### src/rtl/core/mse_pkg.sv
`default_nettype none

package mse_pkg;

  localparam int DEPTH  = 32;
  localparam int DATA_W = 32;
  localparam int IDX_W  = $clog2(DEPTH);
  localparam int CNT_W  = $clog2(DEPTH) + 1;

endpackage

`default_nettype wire

### src/rtl/core/merge_sort_engine_top.sv
// Load: one item per cycle into the element memory; s_tready stays high meanwhile.
// Sort: ceil(log2(n)) merge passes ping-ponging between two 1-port-read memories,
//   each pass reads the heads of each pair of runs (PRIME_A, PRIME_B), then merges one element per cycle.
// Emit: per result a memory read (EMIT_RD), then the output register (EMIT_WR); EMIT_RD waits
//   until the output register is free or being taken, so only one result is held at a time.
// Reset clears count, overflow flag, state and output valid; memories are not cleared.
`default_nettype none

module merge_sort_engine_top (
  input  wire logic                      clk,
  input  wire logic                      rst,
  input  wire logic                      s_tvalid,
  output logic                           s_tready,
  input  wire logic [mse_pkg::DATA_W-1:0] s_tdata,  // [31:0] value
  input  wire logic                      s_tlast,
  output logic                           m_tvalid,
  input  wire logic                      m_tready,
  output logic [mse_pkg::DATA_W-1:0]     m_tdata,   // [31:0] sorted_value
  output logic                           m_tlast,
  output logic                           m_tuser    // [0] overflow
);

  localparam int CW = mse_pkg::CNT_W;
  localparam int IW = mse_pkg::IDX_W;
  localparam int DW = mse_pkg::DATA_W;

  typedef enum logic [6:0] {
    ST_LOAD    = 7'b0000001,
    ST_PASS    = 7'b0000010,
    ST_PRIME_A = 7'b0000100,
    ST_PRIME_B = 7'b0001000,
    ST_RUN     = 7'b0010000,
    ST_EMIT_RD = 7'b0100000,
    ST_EMIT_WR = 7'b1000000
  } state_t;

  state_t state;

  logic [DW-1:0] mem0 [mse_pkg::DEPTH];
  logic [DW-1:0] mem1 [mse_pkg::DEPTH];
  logic [DW-1:0] rd0, rd1;

  logic [CW-1:0] count, w, lo, mid, hi, a, b, k, idx;
  logic          dropped, src_sel, refill_a, refill_b;
  logic [DW-1:0] head_a, head_b;

  logic [DW-1:0] rdata, cur_a, cur_b, win, wdata;
  logic          a_done, b_done, take_a;
  logic          s_accept, has_room, we0, we1, emit_last;
  logic [CW-1:0] count_inc, n_next, mid_c, hi_c, k_inc, a_inc, b_inc, idx_inc;
  logic [CW:0]   mid_sum, hi_sum;
  logic [IW-1:0] rd_addr, wr_addr;

  assign s_tready  = (state == ST_LOAD);
  assign s_accept  = s_tvalid && s_tready;
  assign has_room  = (count < CW'(mse_pkg::DEPTH));
  assign count_inc = count + CW'(1);
  assign n_next    = has_room ? count_inc : count;

  assign rdata  = src_sel ? rd1 : rd0;
  assign cur_a  = refill_a ? rdata : head_a;
  assign cur_b  = refill_b ? rdata : head_b;
  assign a_done = (a == mid);
  assign b_done = (b == hi);
  assign take_a = !a_done && (b_done || ($signed(cur_a) < $signed(cur_b)));
  assign win    = take_a ? cur_a : cur_b;

  assign mid_sum = {1'b0, lo} + {1'b0, w};
  assign hi_sum  = {1'b0, lo} + {w, 1'b0};
  assign mid_c   = (mid_sum > {1'b0, count}) ? count : mid_sum[CW-1:0];
  assign hi_c    = (hi_sum > {1'b0, count}) ? count : hi_sum[CW-1:0];

  assign k_inc   = k + CW'(1);
  assign a_inc   = a + CW'(1);
  assign b_inc   = b + CW'(1);
  assign idx_inc = idx + CW'(1);
  assign emit_last = (idx_inc == count);

  always_comb begin
    unique case (state)
      ST_PRIME_A: rd_addr = lo[IW-1:0];
      ST_PRIME_B: rd_addr = mid[IW-1:0];
      ST_RUN:     rd_addr = take_a ? a_inc[IW-1:0] : b_inc[IW-1:0];
      ST_EMIT_RD: rd_addr = idx[IW-1:0];
      default:    rd_addr = '0;
    endcase
  end

  // load writes mem0; a merge pass writes the memory it does not read
  assign we0     = (s_accept && has_room) || ((state == ST_RUN) && src_sel);
  assign we1     = (state == ST_RUN) && !src_sel;
  assign wr_addr = (state == ST_RUN) ? k[IW-1:0] : count[IW-1:0];
  assign wdata   = (state == ST_RUN) ? win : s_tdata;

  always_ff @(posedge clk) begin
    if (we0) begin
      mem0[wr_addr] <= wdata;
    end
    rd0 <= mem0[rd_addr];
  end

  always_ff @(posedge clk) begin
    if (we1) begin
      mem1[wr_addr] <= wdata;
    end
    rd1 <= mem1[rd_addr];
  end

  always_ff @(posedge clk) begin
    if ((state == ST_PRIME_B) || (state == ST_RUN)) begin
      head_a <= cur_a;
      head_b <= cur_b;
    end
    if (state == ST_EMIT_WR) begin
      m_tdata <= rdata;
    end
  end

  always_ff @(posedge clk) begin
    if (rst) begin
      state    <= ST_LOAD;
      count    <= '0;
      dropped  <= 1'b0;
      w        <= '0;
      lo       <= '0;
      mid      <= '0;
      hi       <= '0;
      a        <= '0;
      b        <= '0;
      k        <= '0;
      idx      <= '0;
      src_sel  <= 1'b0;
      refill_a <= 1'b0;
      refill_b <= 1'b0;
      m_tvalid <= 1'b0;
      m_tlast  <= 1'b0;
      m_tuser  <= 1'b0;
    end else begin
      if (m_tvalid && m_tready) begin
        m_tvalid <= 1'b0;
      end
      unique case (state)
        ST_LOAD: begin
          if (s_accept) begin
            count <= n_next;
            if (!has_room) begin
              dropped <= 1'b1;
            end
            if (s_tlast) begin
              w       <= CW'(1);
              src_sel <= 1'b0;
              state   <= ST_PASS;
            end
          end
        end
        ST_PASS: begin
          if (w >= count) begin
            idx   <= '0;
            state <= ST_EMIT_RD;
          end else begin
            lo    <= '0;
            state <= ST_PRIME_A;
          end
        end
        ST_PRIME_A: begin
          mid      <= mid_c;
          hi       <= hi_c;
          a        <= lo;
          b        <= mid_c;
          k        <= lo;
          refill_a <= 1'b1;
          refill_b <= 1'b0;
          state    <= ST_PRIME_B;
        end
        ST_PRIME_B: begin
          refill_a <= 1'b0;
          refill_b <= 1'b1;
          state    <= ST_RUN;
        end
        ST_RUN: begin
          k        <= k_inc;
          refill_a <= take_a;
          refill_b <= !take_a;
          if (take_a) begin
            a <= a_inc;
          end else begin
            b <= b_inc;
          end
          if (k_inc == hi) begin
            lo <= hi;
            if (hi >= count) begin
              w       <= {w[CW-2:0], 1'b0};
              src_sel <= !src_sel;
              state   <= ST_PASS;
            end else begin
              state <= ST_PRIME_A;
            end
          end
        end
        ST_EMIT_RD: begin
          if (!m_tvalid || m_tready) begin
            state <= ST_EMIT_WR;
          end
        end
        ST_EMIT_WR: begin
          m_tvalid <= 1'b1;
          m_tlast  <= emit_last;
          m_tuser  <= dropped;
          idx      <= idx_inc;
          if (emit_last) begin
            count   <= '0;
            dropped <= 1'b0;
            state   <= ST_LOAD;
          end else begin
            state <= ST_EMIT_RD;
          end
        end
        default: begin
          state <= ST_LOAD;
        end
      endcase
    end
  end

`ifndef SYNTHESIS
  a_count_bound: assert property (@(posedge clk) disable iff (rst)
    count <= CW'(mse_pkg::DEPTH))
    else $error("element count above capacity");

  a_run_in_range: assert property (@(posedge clk) disable iff (rst)
    (state == ST_RUN) |-> (k < hi) && (a <= mid) && (b <= hi))
    else $error("merge pointers out of range");

  a_run_balance: assert property (@(posedge clk) disable iff (rst)
    (state == ST_RUN) |-> (k == CW'(a + b - mid)))
    else $error("merge write pointer out of step with read pointers");

  a_emit_free: assert property (@(posedge clk) disable iff (rst)
    (state == ST_EMIT_WR) |-> !m_tvalid)
    else $error("output register overwritten while holding an item");
`endif

endmodule

`default_nettype wire

### config.mk
export PLATFORM = sky130hd
export DESIGN_NAME = merge_sort_engine_top
export DESIGN_NICKNAME = d
export VERILOG_FILES = /design/src/rtl/core/mse_pkg.sv /design/src/rtl/core/merge_sort_engine_top.sv
export SDC_FILE = /design/constraint.sdc
export NUM_CORES = 2
export LEC_CHECK = 0
export BUFFER_PORTS_ARGS = -buffer_cell sky130_fd_sc_hd__buf_2
export CORE_MARGIN = 2
export CORE_UTILIZATION = 45
export DETAILED_ROUTE_END_ITERATION = 8
export GPL_ROUTABILITY_DRIVEN = 0
export GPL_TIMING_DRIVEN = 1
export PLACE_DENSITY_LB_ADDON = 0.12
export SYNTH_ARGS = -nofsm -noshare
export SYNTH_HDL_FRONTEND = slang
export SYNTH_SLANG_ARGS = --single-unit
### constraint.sdc
create_clock -name clk -period 12.1 [get_ports clk]
set_input_delay 2.42 -clock clk [delete_from_list [all_inputs] [get_ports clk]]
set_output_delay 2.42 -clock clk [all_outputs]
set_load 0.02 [all_outputs]
==> impl_metrics.tcl <==
set metrics [dict create \
    status "complete, no violations" \
    cts_tree "yes" \
    clk_latency_ps 880 \
    async_reset_ff_frac 0 \
    synth_area_um2 93700 \
    p_int_mw 13.2 \
    worst_ep_required_time_ps 12910 \
    synth.ff_latch_count 2276 \
    swShare 0.221 \
    max_freq_ghz 0.122 \
    synth_cell_types 70 \
    worstSetupStartpoint "src_sel$_SDFFE_PP0P_" \
    r2r_start "src_sel$_SDFFE_PP0P_" \
    p_comb_frac 0.045 \
    fin_crit_ps 8230 \
    gr-usage-met1 0.401 \
    dp_hpwl_um 155000 \
    yosysWarnings 0 \
    fin_tns_setup_ps 0 \
    wirelength_um 291000 \
    core_um2 207000 \
    worstSetupPathType "flop to flop" \
    rsz0062_at_grt "false" \
    busiest_layer "met2" \
    num_rows 167 \
    dr.pass1.iters 6 \
    cts_buffers 232 \
    max-slew-margin-rel 0.0441 \
    leakage_nw 36.4 \
    ff2ff_path_depth 15 \
    clk_pin_slew_ps 60 \
    drc 0 \
    crit_end "rd0[21]$_DFF_P_" \
    netlist_instances 6061 \
    synth_nets 6171 \
    grt_pass1_wl_um 408000 \
    area_delta_synth_final_pct 13.3 \
    antenna_left 0 \
    period_share 0.680 \
    grt_pass1_vias 53800 \
    antenna_found_initial 15 \
    seq_power_share 0.525 \
    slew_violations 0 \
    power_mw 16.9 \
    finClkSkew_ps 49.8 \
    dieArea_um2 212000 \
    fillerInstances 16900 \
    die_y_um 460 \
    track_usage 0.271 \
    clockBufferDepth 3 \
    cts_max_level 4 \
    power_density_nw_per_um2 159 \
    cts_resized 0 \
    io_pins 73 \
    maxCapViolations 0 \
    die_x_um 460 \
    clock_sinks 2276 \
    arrival_ps 9040 \
    ctsHoldBuffers 0 \
    route.vias.total 56800 \
    setup_viol 0 \
    use_met2 0.403 \
    rr_endpoint "rd0[21]$_DFF_P_" \
    power_switching_mw 3.74 \
    fin_util 0.513 \
    hp-class "flop to flop" \
    overflow 0 \
    layout-drive-gt1-share 0.158 \
    ir_worst_vdd_mv 0.166 \
    fin_nets 6213 \
    drt-initial-drc-count 7277 \
    finalHoldViolations 0 \
    synth_ff_type "edfxtp_1" \
    tightestPinTransition_ps 1420 \
    synth_area_per_cell_um2 15.5 \
    start_kind "flop" \
    synth-seq-area-share 0.715 \
    synth-edff-count 2144 \
    gr-usage-met3 0.0503 \
    wl_per_cell_um 31.9 \
    start_util 0.453 \
    grt_max_degree 169 \
    end_kind "flop" \
    io_buffers 72 \
    p_clk_frac 0.430 \
    crit_fanout 139 \
    root_buffer "clkbuf_16" \
    cts_setup_buffers 0 \
    ff2ff_setup_slack_ps 3870 \
    routed_via_density 6.24 \
]
[per-layer routing]
| layer | up-vias | part of all wire | wire length (um) |
|---|---|---|---|
| met4 | 0 | 0.031 | 9130 |
| li1 | 24200 | - | - |
| met2 | 2553 | 0.45 | 130000 |
| met1 | 29700 | 0.43 | 126000 |
| met5 | - | 0 | 0 |
| met3 | 439 | 0.086 | 25100 |
[layout by cell type, fill, tap and decap left out, types with 134 or more instances in the layout]
master	instances
clkbuf_16	234
inv_1	447
buf_4	191
mux2i_1	324
nand2_1	257
o211ai_1	375
a21oi_1	330
nor2_1	143
edfxtp_1	2144
o2111ai_1	373
a22oi_1	134
mux4_2	198
[logic make-up after synthesis]
logic type	share of synthesized area
xor+xnor	0.00449
simple gates	0.0342
compound gates	0.114
fa+ha+maj	0.00991
mux	0.0829
flops	0.715
buf+inv	0.0389
[flip-flops by register name, indices dropped and copies added (netlist names), 7 cells and up]
name	count
rd0	32
m_tdata	32
head_b	32
mem0	1024
mem1	1024
state	7
rd1	32
head_a	32
[cells in the mapped netlist (71+ instances only)]
cell       number  area [um^2]
nand3_1       115          576
ha_1           71          888
o2111ai_1     373         3270
buf_2          91          455
o21ai_0        86          430
o211ai_1      375         2820
mux4_2        198         4460
inv_1         448         1680
nand2_1       262          983
a22oi_1       134         1010
mux2i_1       324         3240
edfxtp_1     2144        64400
dfxtp_1       132         2640
clkbuf_1      339         1270
nor2_1        213          800
a21oi_1       330         1650
[through the flow]
stage                     setup WS [ps]  std cells  hold slack [ps]  instance area [um^2]
after CTS                          3520       9089              468                106000
after global routing               3320       9093              484                106000
after floorplan                    5350       6061              431                 93700
final                              3870       9106              461                106000
after detailed placement           3550       8655              460                 98400
after global placement             2980       8646              440                 98300
[final cells by class]
cell class	count	area (um^2)	area share
clock inverter	122	1290	0.0121
inverter	448	1680	0.0158
timing repair buffer	280	2060	0.0194
antenna	15	37.5	0.000353
clock buffer	312	6410	0.0604
tap	2788	3490	0.0328
sequential	2276	67000	0.631
multi-input combinational	2865	24200	0.228
[worst max-delay path, cell delays in order, from the launching register on]
cell and delay (ps):
dfxtp_2 390, buf_4 610, mux2i_1 1120, a21oi_1 280, ha_1 450, nand4_1 180
nor4_1 750, a31oi_4 210, nand3_4 620, o211a_4 650, buf_12 460, buf_12 650
mux2i_1 160, a22o_1 260, a2111oi_0 900, o21a_1 190
[power by group through the flow]
stage          Sequential [mW]  Combinational [mW]  Clock [mW]
6_report                  8.86               0.764        7.26
4_1_cts                   8.87               0.760        7.36
3_5_place_dp              9.03               0.758           0
5_1_grt                   8.86               0.813        7.66
2_1_floorplan             8.96               0.376           0
3_3_place_gp              9.03               0.753           0
[worst min path at each step]
stage                          from                    to  slack, ps  depth (start not counted)
2_1_floorplan  dropped$_SDFFE_PP0P_  m_tuser$_SDFFE_PP0P_        430                          2
3_3_place_gp   m_tuser$_SDFFE_PP0P_  m_tuser$_SDFFE_PP0P_        440                          2
3_5_place_dp   m_tuser$_SDFFE_PP0P_  m_tuser$_SDFFE_PP0P_        460                          2
4_1_cts        m_tuser$_SDFFE_PP0P_  m_tuser$_SDFFE_PP0P_        470                          2
5_1_grt        m_tuser$_SDFFE_PP0P_  m_tuser$_SDFFE_PP0P_        480                          2
6_report       m_tuser$_SDFFE_PP0P_  m_tuser$_SDFFE_PP0P_        460                          2
Power figures use the tool's default switching activity.
